File: src/design/fnv1k_pkg.sv
// Shared constants, types and the offset-basis table of the 1024-bit FNV-1a hash.
package fnv1k_pkg;

	localparam int HASH_WORDS = 16;
	localparam int WORD_W     = 64;
	localparam int IDX_W      = 4;
	localparam int OP_W       = 2;
	localparam int BYTE_W     = 8;

	// FNV-1024 prime = 2^680 + 0x18D
	localparam int             PRIME_LO_W    = 9;
	localparam logic [8:0]     PRIME_LO      = 9'h18D;
	localparam int             PRIME_HI_EXP  = 680;
	localparam int             PRIME_HI_WORD = PRIME_HI_EXP / WORD_W;
	localparam int             PRIME_HI_BIT  = PRIME_HI_EXP % WORD_W;
	// words of the old value that the shifted term reaches
	localparam int             SAVE_WORDS    = HASH_WORDS - PRIME_HI_WORD;

	// running carry of the word-serial multiply stays below 2^10
	localparam int CARRY_W = 10;
	localparam int SUM_W   = WORD_W + CARRY_W;

	typedef logic [OP_W-1:0]   op_t;
	typedef logic [WORD_W-1:0] word_t;
	typedef logic [IDX_W-1:0]  idx_t;
	typedef logic [CARRY_W-1:0] carry_t;

	localparam op_t OP_ABSORB = 2'd0;
	localparam op_t OP_INIT   = 2'd1;
	localparam op_t OP_READ   = 2'd2;

	// FNV-1024 offset basis, little-endian 64-bit words
	function automatic word_t offset_word(idx_t idx);
		word_t w;
		case (idx)
			4'd0:    w = 64'haff4b16c71ee90b3;
			4'd1:    w = 64'h6bde8cc9c6a93b21;
			4'd2:    w = 64'h555f256cc005ae55;
			4'd3:    w = 64'heb6e73802734510a;
			4'd4:    w = 64'h000000000004c6d7;
			4'd10:   w = 64'h9a21d90000000000;
			4'd11:   w = 64'h6c3bf34eda3674da;
			4'd12:   w = 64'h4b29fc4223fdada1;
			4'd13:   w = 64'h32e56d5a591028b7;
			4'd14:   w = 64'h005f7a76758ecc4d;
			default: w = '0;
		endcase
		return w;
	endfunction

endpackage

File: src/design/fnv1k_req_if.sv
// Request channel: operation code and message byte.
interface fnv1k_req_if;
	import fnv1k_pkg::*;

	logic                valid;
	logic                ready;
	op_t                 operation;
	logic [BYTE_W-1:0]   data_byte;

	modport source (output valid, output operation, output data_byte, input ready);
	modport sink   (input valid, input operation, input data_byte, output ready);
endinterface

File: src/design/fnv1k_rsp_if.sv
// Response channel: one 64-bit hash word per handshake, sixteen per read request.
interface fnv1k_rsp_if;
	import fnv1k_pkg::*;

	logic    valid;
	logic    ready;
	word_t   hash_word;
	idx_t    word_index;
	logic    last_word;

	modport source (output valid, output hash_word, output word_index, output last_word,
		input ready);
	modport sink   (input valid, input hash_word, input word_index, input last_word,
		output ready);
endinterface

File: src/design/fnv1k_mul_word.sv
// Shared word unit: one 64-bit word of hash * FNV prime with running carry.
module fnv1k_mul_word (
	input  fnv1k_pkg::word_t  cur_word,   // h[k], byte already folded in
	input  logic              hi_en,      // shifted term reaches this word
	input  fnv1k_pkg::word_t  hi_word,    // h[k - PRIME_HI_WORD]
	input  fnv1k_pkg::word_t  lo_word,    // h[k - PRIME_HI_WORD - 1], zero below
	input  fnv1k_pkg::carry_t carry_in,
	output fnv1k_pkg::word_t  sum_word,
	output fnv1k_pkg::carry_t carry_out
);
	import fnv1k_pkg::*;

	logic [WORD_W+PRIME_LO_W-1:0] prod;
	word_t                        shifted;
	logic [SUM_W-1:0]             sum;

	// low part of the prime is a 9-bit constant
	assign prod = {{PRIME_LO_W{1'b0}}, cur_word} * {{WORD_W{1'b0}}, PRIME_LO};

	// word k of (h << 680)
	assign shifted = hi_en ? ((hi_word << PRIME_HI_BIT) | (lo_word >> (WORD_W - PRIME_HI_BIT)))
		: '0;

	assign sum = SUM_W'(prod) + SUM_W'(shifted) + SUM_W'(carry_in);

	assign sum_word  = sum[WORD_W-1:0];
	assign carry_out = sum[SUM_W-1:WORD_W];
endmodule

File: src/design/fnv1a_1024_hash.sv
// Top level of the 1024-bit FNV-1a hash: sequencer, hash ring and readout register.
//
// Keeps a running 1024-bit FNV-1a hash as 16 little-endian 64-bit words,
// loaded with the FNV-1024 offset basis at reset. Each request carries an
// operation: absorb XORs data_byte into the low byte and multiplies the value
// by the FNV-1024 prime (2^680 + 0x18D) modulo 2^1024; init reloads the
// offset basis; read out returns 16 responses, word 0 first, last_word set on
// word 15; code 3 is dropped. An absorb is done as 16 passes of one shared
// 64x9 multiply-add word unit, one hash word per cycle with the carry held
// between passes. A read out loads the words in turn into the response
// register, holding while the response side stalls; the response register
// lets the last word wait while a new request is taken. req.ready is low
// while an absorb or read out is in progress.
module fnv1a_1024_hash (
	input  logic              clk,
	input  logic              arst_n,
	fnv1k_req_if.sink         req,
	fnv1k_rsp_if.source       rsp
);
	import fnv1k_pkg::*;

	typedef enum logic [1:0] {
		ST_IDLE,
		ST_ABSORB,
		ST_READ
	} state_t;

	state_t             state_q;
	idx_t               cnt_q;
	logic [BYTE_W-1:0]  byte_q;
	carry_t             carry_q;
	word_t              ring_q [HASH_WORDS];  // ring_q[0] is the word being worked on
	word_t              save_q [SAVE_WORDS];  // low words of the pre-multiply value
	word_t              prv_q;                // h[k-11] for the shifted term

	logic   req_acc;
	logic   last_step;
	logic   hi_en;
	logic   save_shift;
	word_t  cur_word;
	word_t  sum_word;
	carry_t carry_nxt;

	word_t  rsp_word_q;
	idx_t   rsp_idx_q;
	logic   rsp_last_q;
	logic   rsp_valid_q;
	logic   rsp_load;

	assign req.ready = (state_q == ST_IDLE);
	assign req_acc   = req.valid && req.ready;
	assign last_step = (cnt_q == IDX_W'(HASH_WORDS - 1));

	// byte is folded into word 0 on the first pass only
	assign cur_word  = ring_q[0] ^ ((cnt_q == '0) ? {{(WORD_W-BYTE_W){1'b0}}, byte_q} : '0);
	assign hi_en     = (cnt_q >= IDX_W'(PRIME_HI_WORD));
	// save line fills during the low passes and drains during the high ones
	assign save_shift = (cnt_q < IDX_W'(SAVE_WORDS)) || hi_en;

	fnv1k_mul_word u_mul (
		.cur_word  (cur_word),
		.hi_en     (hi_en),
		.hi_word   (save_q[0]),
		.lo_word   (prv_q),
		.carry_in  (carry_q),
		.sum_word  (sum_word),
		.carry_out (carry_nxt)
	);

	assign rsp_load = (state_q == ST_READ) && (!rsp_valid_q || rsp.ready);

	// sequencer and response register
	always_ff @(posedge clk or negedge arst_n) begin
		if (!arst_n) begin
			state_q     <= ST_IDLE;
			cnt_q       <= '0;
			rsp_valid_q <= 1'b0;
		end else begin
			// a new word replaces the one taken this cycle
			if (rsp_load) begin
				rsp_valid_q <= 1'b1;
			end else if (rsp.ready) begin
				rsp_valid_q <= 1'b0;
			end
			unique case (state_q)
				ST_IDLE: begin
					cnt_q <= '0;
					if (req_acc && req.operation == OP_ABSORB) begin
						state_q <= ST_ABSORB;
					end else if (req_acc && req.operation == OP_READ) begin
						state_q <= ST_READ;
					end
				end
				ST_ABSORB: begin
					cnt_q <= cnt_q + 1'b1;
					if (last_step) begin
						state_q <= ST_IDLE;
					end
				end
				ST_READ: begin
					if (rsp_load) begin
						cnt_q <= cnt_q + 1'b1;
						if (last_step) begin
							state_q <= ST_IDLE;
						end
					end
				end
				default: begin
					state_q <= ST_IDLE;
				end
			endcase
		end
	end

	// hash ring: rotates one word per pass, result or old word enters at the top
	always_ff @(posedge clk or negedge arst_n) begin
		if (!arst_n) begin
			for (int i = 0; i < HASH_WORDS; i++) begin
				ring_q[i] <= offset_word(IDX_W'(i));
			end
		end else if (req_acc && req.operation == OP_INIT) begin
			for (int i = 0; i < HASH_WORDS; i++) begin
				ring_q[i] <= offset_word(IDX_W'(i));
			end
		end else if (state_q == ST_ABSORB || rsp_load) begin
			for (int i = 0; i < HASH_WORDS - 1; i++) begin
				ring_q[i] <= ring_q[i+1];
			end
			ring_q[HASH_WORDS-1] <= (state_q == ST_ABSORB) ? sum_word : ring_q[0];
		end
	end

	// datapath registers
	always_ff @(posedge clk) begin
		if (req_acc) begin
			byte_q  <= req.data_byte;
			carry_q <= '0;
			prv_q   <= '0;
		end else if (state_q == ST_ABSORB) begin
			carry_q <= carry_nxt;
			if (hi_en) begin
				prv_q <= save_q[0];
			end
		end
		if (state_q == ST_ABSORB && save_shift) begin
			for (int i = 0; i < SAVE_WORDS - 1; i++) begin
				save_q[i] <= save_q[i+1];
			end
			save_q[SAVE_WORDS-1] <= cur_word;
		end
		if (rsp_load) begin
			rsp_word_q <= ring_q[0];
			rsp_idx_q  <= cnt_q;
			rsp_last_q <= last_step;
		end
	end

	assign rsp.valid      = rsp_valid_q;
	assign rsp.hash_word  = rsp_word_q;
	assign rsp.word_index = rsp_idx_q;
	assign rsp.last_word  = rsp_last_q;

	// no new request is taken on the cycle after an absorb or read out starts
	a_busy_after_start: assert property (@(posedge clk) disable iff (!arst_n)
		req_acc && (req.operation == OP_ABSORB || req.operation == OP_READ) |=> !req.ready)
		else $error("request taken while sequencer busy");

	// the last-word flag only rides on the top word
	a_last_ends_read: assert property (@(posedge clk) disable iff (!arst_n)
		rsp.valid && rsp.last_word |-> rsp.word_index == IDX_W'(HASH_WORDS - 1))
		else $error("last word out of sequence");

	// first multiply pass starts from a clean carry and empty shifted term
	a_absorb_clean: assert property (@(posedge clk) disable iff (!arst_n)
		state_q == ST_ABSORB && cnt_q == '0 |-> carry_q == '0 && prv_q == '0)
		else $error("absorb started with stale carry");

	// response register only fills while reading out
	a_rsp_from_read: assert property (@(posedge clk) disable iff (!arst_n)
		$rose(rsp.valid) |-> $past(state_q) == ST_READ)
		else $error("response without read out");
endmodule

File: src/flat_wrapper.sv
// flat-port wrapper written by rule: the top's interface ports become plain ports
module fnv1a_1024_hash_flat import fnv1k_pkg::*;
  (clk, arst_n, req_valid, req_operation, req_data_byte, req_ready, rsp_valid, rsp_hash_word, rsp_word_index, rsp_last_word, rsp_ready);
  fnv1k_req_if req_i ();
  fnv1k_rsp_if rsp_i ();
  input  logic clk;
  input  logic arst_n;
  input wire logic [$bits(req_i.valid)-1:0] req_valid;
  input wire logic [$bits(req_i.operation)-1:0] req_operation;
  input wire logic [$bits(req_i.data_byte)-1:0] req_data_byte;
  output wire logic [$bits(req_i.ready)-1:0] req_ready;
  output wire logic [$bits(rsp_i.valid)-1:0] rsp_valid;
  output wire logic [$bits(rsp_i.hash_word)-1:0] rsp_hash_word;
  output wire logic [$bits(rsp_i.word_index)-1:0] rsp_word_index;
  output wire logic [$bits(rsp_i.last_word)-1:0] rsp_last_word;
  input wire logic [$bits(rsp_i.ready)-1:0] rsp_ready;
  assign req_i.valid = req_valid;
  assign req_i.operation = req_operation;
  assign req_i.data_byte = req_data_byte;
  assign req_ready = req_i.ready;
  assign rsp_valid = rsp_i.valid;
  assign rsp_hash_word = rsp_i.hash_word;
  assign rsp_word_index = rsp_i.word_index;
  assign rsp_last_word = rsp_i.last_word;
  assign rsp_i.ready = rsp_ready;
  fnv1a_1024_hash u_core (.clk(clk), .arst_n(arst_n), .req(req_i), .rsp(rsp_i));
endmodule
File: config.mk
export PLATFORM = sky130hd
export DESIGN_NAME = fnv1a_1024_hash_flat
export DESIGN_NICKNAME = d
export VERILOG_FILES = /design/src/design/fnv1k_pkg.sv /design/src/design/fnv1k_req_if.sv /design/src/design/fnv1k_rsp_if.sv /design/src/design/fnv1k_mul_word.sv /design/src/design/fnv1a_1024_hash.sv /design/src/flat_wrapper.sv
export SDC_FILE = /design/constraint.sdc
export NUM_CORES = 2
export LEC_CHECK = 0
export BUFFER_PORTS_ARGS = -buffer_cell sky130_fd_sc_hd__buf_2
export CAP_MARGIN = 20
export CELL_PAD_IN_SITES_DETAIL_PLACEMENT = 1
export CELL_PAD_IN_SITES_GLOBAL_PLACEMENT = 1
export CORE_ASPECT_RATIO = 0.75
export CORE_MARGIN = 2
export CORE_UTILIZATION = 57
export DETAILED_ROUTE_END_ITERATION = 8
export HOLD_SLACK_MARGIN = 0.15
export MAX_ROUTING_LAYER = met4
export PLACE_DENSITY = 0.95
export SLEW_MARGIN = 10
export SYNTH_ARGS = -nofsm -noshare
export SYNTH_HDL_FRONTEND = slang
export SYNTH_SLANG_ARGS = --single-unit
File: constraint.sdc
create_clock -name clk -period 26.3 [get_ports clk]
set_clock_uncertainty 0.15 [all_clocks]
set_input_delay 3.945 -clock clk [delete_from_list [all_inputs] [get_ports clk]]
set_output_delay 3.945 -clock clk [all_outputs]
set_load 0.02 [all_outputs]
---- Word-level counts from Yosys, hierarchy flattened ----
Memory sizes are Yosys's and may differ from the RTL's.
Cells that the tools add are included.
cells by class
  add/sub/neg operators ................... 3
  multiply operators ...................... 1
  div/mod/pow operators ................... 0
  $lt $le $gt $ge ......................... 2
  equal/unequal tests ..................... 7
  shift-type cells ........................ 0
  mux-type cells .......................... 16
  bitwise gates (word level) .............. 2
  reductions and logical operators ........ 19
operators by type and width
  cell                     count
  $mux W1024               2
  $mux W64                 2
  $add A73 B64 Y74         1
  $add A74 B10 Y74         1
  $mul A64 B9 Y73 const B  1
  $or A64 B40 Y64          1
  $xor A64 B64 Y64         1
  $pmux W4 S3              1
  $mux W2                  4
  $mux W8                  1
  $logic_and A1 B1 Y1      6
  $pmux W2 S3              1
  $reduce_and A2 Y1        3
  $add A4 B1 Y4 const B    1
  $eq A2 B1 Y1 const B     2
  $eq A2 B2 Y1 const B     2
  $eq A4 B4 Y1 const B     1
  $ge A4 B4 Y1 const B     1
  $logic_not A2 Y1         2
  $logic_not A4 Y1         1
  $lt A4 B3 Y1 const B     1
  $mux W1                  4
  $mux W4                  1
  $reduce_bool A2 Y1       2
  5 further kinds          7
storage, ports and cells
  register bits after elaboration ......... 1182
  bits in latches ......................... 0
  memory bits (writable) .................. 384
  ROM bits ................................ 0
  output and inout bits ................... 71
  memories ................................ 1
memory list
  name           words  width  rd ports  clocked after memory_dff  wr ports  line                   RTL
  u_core.save_q  6      64     6         0                         6         fnv1a_1024_hash.sv:33  word_t save_q [SAVE_WORDS];

---- Depth between registers and ports, before layout ----
  depth after elaboration ................. 9
  gate-level depth with buffers ........... 26
  depth with buffers taken out ............ 25

---- Hierarchy ----
Synthesis repeated with hierarchy kept, for this count alone.
unflattened totals
  cells, all modules ...................... 6892
  area total of the unflattened synthesis .. 72696.0 um2
by module, submodules not included
  module           times used  cells each  area each (um2)
  fnv1a_1024_hash  1           5294        58188.3
  fnv1k_mul_word   1           1598        14507.7

---- Least setup slack after synthesis ----
OpenSTA, ideal clock, no wires.
  kind .................................... flip-flop to flip-flop
  start ................................... reg u_core.state_q[1]
  end ..................................... mem u_core.save_q[0][0] (netlist bit) (enable)
  setup time .............................. 0.784 ns
  arrival ................................. 9.874 ns
  path slack .............................. 15.492 ns
  cell stages (with the launch flop) ...... 7
  path buffers ............................ 3
  clock period less this slack ............ 10.808 ns
  path through ............................ dfrtp_1 -> inv_1 -> ha_1 -> clkbuf_1 -> clkbuf_1 -> clkbuf_1 -> o21a_1
RTL lines
  item                      line                   RTL
  start: declaration        fnv1a_1024_hash.sv:28  state_t state_q;
  start signal: assignment  fnv1a_1024_hash.sv:75  state_q <= ST_IDLE;
  start signal: assignment  fnv1a_1024_hash.sv:89  state_q <= ST_ABSORB;
  start signal: assignment  fnv1a_1024_hash.sv:91  state_q <= ST_READ;
  end: declaration          fnv1a_1024_hash.sv:33

---- Worst setup path after layout ----
  start ................................... reg u_core.cnt_q[1]
  end ..................................... reg u_core.ring_q[44] (netlist bit)
between the ends
  cells in the longest elaborated chain, start to end .. 9
  elaborated cells on any way between the ends .. 11
RTL lines
  item                            line                    RTL
  start: declaration              fnv1a_1024_hash.sv:29   idx_t cnt_q;
  start signal: assignment        fnv1a_1024_hash.sv:95   cnt_q <= cnt_q + 1'b1;
  start signal: assignment        fnv1a_1024_hash.sv:102  cnt_q <= cnt_q + 1'b1;
  $logic_not A4 Y1                fnv1a_1024_hash.sv:55   assign cur_word = ring_q[0] ^ ((cnt_q == '0) ? {{(WORD_W-BYTE_W){1'b0}}, byte_q} : '0);
  $mux W8                         fnv1a_1024_hash.sv:55
  $xor A64 B64 Y64                fnv1a_1024_hash.sv:55
  net u_core.cur_word[2]          fnv1a_1024_hash.sv:40   word_t cur_word;
  $mul A64 B9 Y73                 fnv1k_mul_word.sv:18    assign prod = {{PRIME_LO_W{1'b0}}, cur_word} * {{WORD_W{1'b0}}, PRIME_LO};
  $add A73 B64 Y74                fnv1k_mul_word.sv:24    assign sum = SUM_W'(prod) + SUM_W'(shifted) + SUM_W'(carry_in);
  $add A74 B10 Y74                fnv1k_mul_word.sv:24
  $mux W64                        fnv1a_1024_hash.sv:129  ring_q[HASH_WORDS-1] <= (state_q == ST_ABSORB) ? sum_word : ring_q[0];
  $mux W1024                      fnv1a_1024_hash.sv:125  end else if (state_q == ST_ABSORB || rsp_load) begin
  $mux W1024                      fnv1a_1024_hash.sv:121  end else if (req_acc && req.operation == OP_INIT) begin
  end signal: indexed assignment  fnv1a_1024_hash.sv:123  ring_q[i] <= offset_word(IDX_W'(i));
  end signal: indexed assignment  fnv1a_1024_hash.sv:127  ring_q[i] <= ring_q[i+1];
  end signal: indexed assignment  fnv1a_1024_hash.sv:129
  end: declaration                fnv1a_1024_hash.sv:32   word_t ring_q [HASH_WORDS];
The timed path passes the listed nets, and every way through them passes these cells. The select of a mux whose other input is x is not followed.
A chain may end at the register's enable or synchronous reset.

==> metrics.txt <==
status complete, no violations; max incr delay on CP 0.98 ns; I/O Buffers 84; worst min path class reg -> reg; crit path max fanout 8; crit end category register; grt ovf 0; Die X 401.2 microns; Core Area 117600 sq um; pre-CTS setup slack 16.17 ns; YS warnings 0; Startpoint Class register; R2R Setup Slk 16.05 ns; Post-CTS Setup Inserts 0; DRC errors left 0; worst path required time 26.81 ns; Slew HR 0.1008; #FFs+latches synth 1542; CTS Buf Count 142; Sink Count 1542; final net count 5496; worst-case clock buffer depth 3; Worst Tran Pin Value 1.344 ns; Netlist Area Pre-Place 67440 sq um; final RePlAce weighted congestion 0.9268; RSZ-0062 raised after global routing false; first-pass GRT wire length 352.3 mm; max_cap viols 0; Netlist cell types 75; Seq/Total Area, Yosys 0.6079; Final ANT Viol Nets 0; quantity of gates resized following cts 0; routed wire length per instance 39.99 microns; total wire length 263.9 mm; row count 109; critical path arrival 10.76 ns; slowest stage cell, crit path xnor2_1; CTS tree yes; Fmax achieved 97.59 MHz; TNS Setup 0 ns; Syn-to-layout area delta 9.933%; via total after detailed routing 49190; Final min period 10.25 ns; number of global-route vias before repair 50840; Post-synth EDFFs 461; M1 GR Usage 0.4546; H-Tree Level Count 4; Post-Synthesis Cells 4897; Worst Path Buf+Inv 5; Synth Area per Inst 13.77 sq um; Slew Viols, Final 0; Fill cells 10610; Initial Utilization 0.5737; Top Ports 85; M3 GR Usage 0.1312; largest net degree at the start of global routing 227; Setup-failing EPs final 0; met2 Use GR 0.6462; CP delay by family, top adder cells; post-synth net total 5518; Skew-Pair Late Insertion Delay 0.85 ns; Fin. Hold Viols 0; Most used DFF post-synth dfrtp_1; number of hold buffers added after cts 0; GRT Total Usage 0.4128; Die Ht 301.9 microns; busiest grt layer met2; layout cells sized above 1 0.1329; antenna violations before repair 39; First-pass DRT Iterations 9; clk slew on worst S/H paths 0.09 ns; HPWL Detailed 133.3 mm; iteration-0 DRC count of the detailed router 7456; CTS root buffer clkbuf_16; asr flop ratio synth 0.6686; final worst-path cycle share 0.3896; DIE AREA 121100 sq um; vias per cell 7.455; Setup Crit Path Kind reg -> reg; setup ws final 16.05 ns
## area by class of cell
type / instances / area [sq um] / share of cell area
Sequential cell: 1542 / 41000 / 0.5530
Timing Repair Buffer: 128 / 924.6 / 0.01247
Inverter: 483 / 1813 / 0.02445
Antenna cell: 49 / 122.6 / 0.001654
Multi-Input combinational cell: 2578 / 23590 / 0.3182
Clock inverter: 67 / 730.7 / 0.009856
Tap cell: 1554 / 1944 / 0.02623
Clock buffer: 197 / 4015 / 0.05416
## synth_stat cells (all sizes together), types with 3 or more instances
master | instances | area [sq um]
nor2 | 78 | 292.8
and3 | 5 | 31.28
ha | 357 | 4467
nand4 | 32 | 206.5
nor4 | 5 | 31.28
a211oi | 5 | 42.54
xor2 | 19 | 166.4
or2 | 4 | 25.03
o21bai | 18 | 135.1
a221oi | 3 | 38.79
o21ai | 145 | 737.0
nand3 | 22 | 110.1
or4 | 3 | 22.52
and4 | 3 | 26.28
o211ai | 6 | 50.05
clkbuf | 260 | 975.9
nor2b | 12 | 75.07
mux2i | 27 | 270.3
a21oi | 170 | 865.8
o22a | 253 | 2216
a41oi | 3 | 26.28
and2 | 69 | 431.7
a221o | 3 | 30.03
xnor2 | 48 | 420.4
nor3 | 12 | 65.06
edfxtp | 461 | 13840
a21boi | 4 | 30.02
a21o | 40 | 300.3
a22oi | 35 | 262.8
fa | 250 | 5005
inv | 483 | 1813
buf | 34 | 142.6
a22o | 658 | 5763
a211o | 3 | 26.28
o21a | 8 | 60.06
nand3b | 4 | 30.03
dfxtp | 50 | 1001
nand2 | 226 | 848.3
a31oi | 14 | 87.58
dfrtp | 748 | 18720
o31ai | 6 | 45.04
dfstp | 283 | 7436
nand2b | 4 | 25.02
nor3b | 4 | 35.03
## worst paths after layout
| path | from | end | cells after the start |
|---|---|---|---|
| worst min-delay path | u_core.save_q[3][35] | u_core.save_q[2][35] | 0 |
| worst max register to register | u_core.cnt_q[1] | u_core.ring_q[44] | 25 |
| worst min register to register | u_core.save_q[3][35] | u_core.save_q[2][35] | 0 |
| min in group asynchronous | arst_n | u_core.ring_q[645] | 1 |
| max in group asynchronous | arst_n | u_core.ring_q[431] | 7 |
| worst max-delay path | u_core.cnt_q[1] | u_core.ring_q[44] | 25 |
## metrics by stage
stage / instances / hold slack [ns] / utilization / area, sq um
2_1_floorplan: 4897 / 0.2503 / - / 67440
3_3_place_gp: 6279 / 0.2505 / 0.5880 / 69130
3_5_place_dp: 6279 / 0.2556 / 0.5880 / 69130
4_1_cts: 6543 / 0.2556 / 0.6284 / 73880
5_1_grt: 6590 / 0.2463 / 0.6305 / 74120
6_report: 6598 / 0.2378 / 0.6306 / 74140
## layout by cell type (no fill, tap or decap), types with 133 or more instances in the layout
| master | n |
|---|---|
| dfrtp_1 | 748 |
| a22o_1 | 658 |
| inv_1 | 482 |
| edfxtp_1 | 461 |
| ha_1 | 356 |
| dfstp_2 | 283 |
| o22a_1 | 253 |
| fa_1 | 250 |
| nand2_1 | 223 |
| a21oi_1 | 168 |
| clkbuf_16 | 146 |
| o21ai_0 | 133 |
## registers in the layout, indices dropped and copies added, names as in the netlist, 2 cells and up
signal and flops:
u_core.byte_q 8, u_core.save_q 384, u_core.rsp.word_index 4, u_core.cnt_q 4, u_core.carry_q 10, u_core.rsp.hash_word 64
u_core.state_q 2, u_core.prv_q 40, u_core.ring_q 1024
## cells by family (layout without fill, tap and decap cells)
group	count (synthesis)	in the layout	synth area share
compound gates	1386	1386	0.1609
buf+inv	777	875	0.04347
xor+xnor	67	67	0.008701
flops	1542	1542	0.6079
mux	29	29	0.004341
simple gates	489	489	0.03419
fa+ha+maj	607	607	0.1404
other cells	0	49	0
## layer usage
layer,vias up,wire (microns)
li1,17610,-
met5,-,0
met1,24910,84220
met4,0,26740
met3,1962,33230
met2,4713,119700
Power is not shown: default switching activity piles up to over one toggle a cycle in this logic, so the estimate is an artifact.
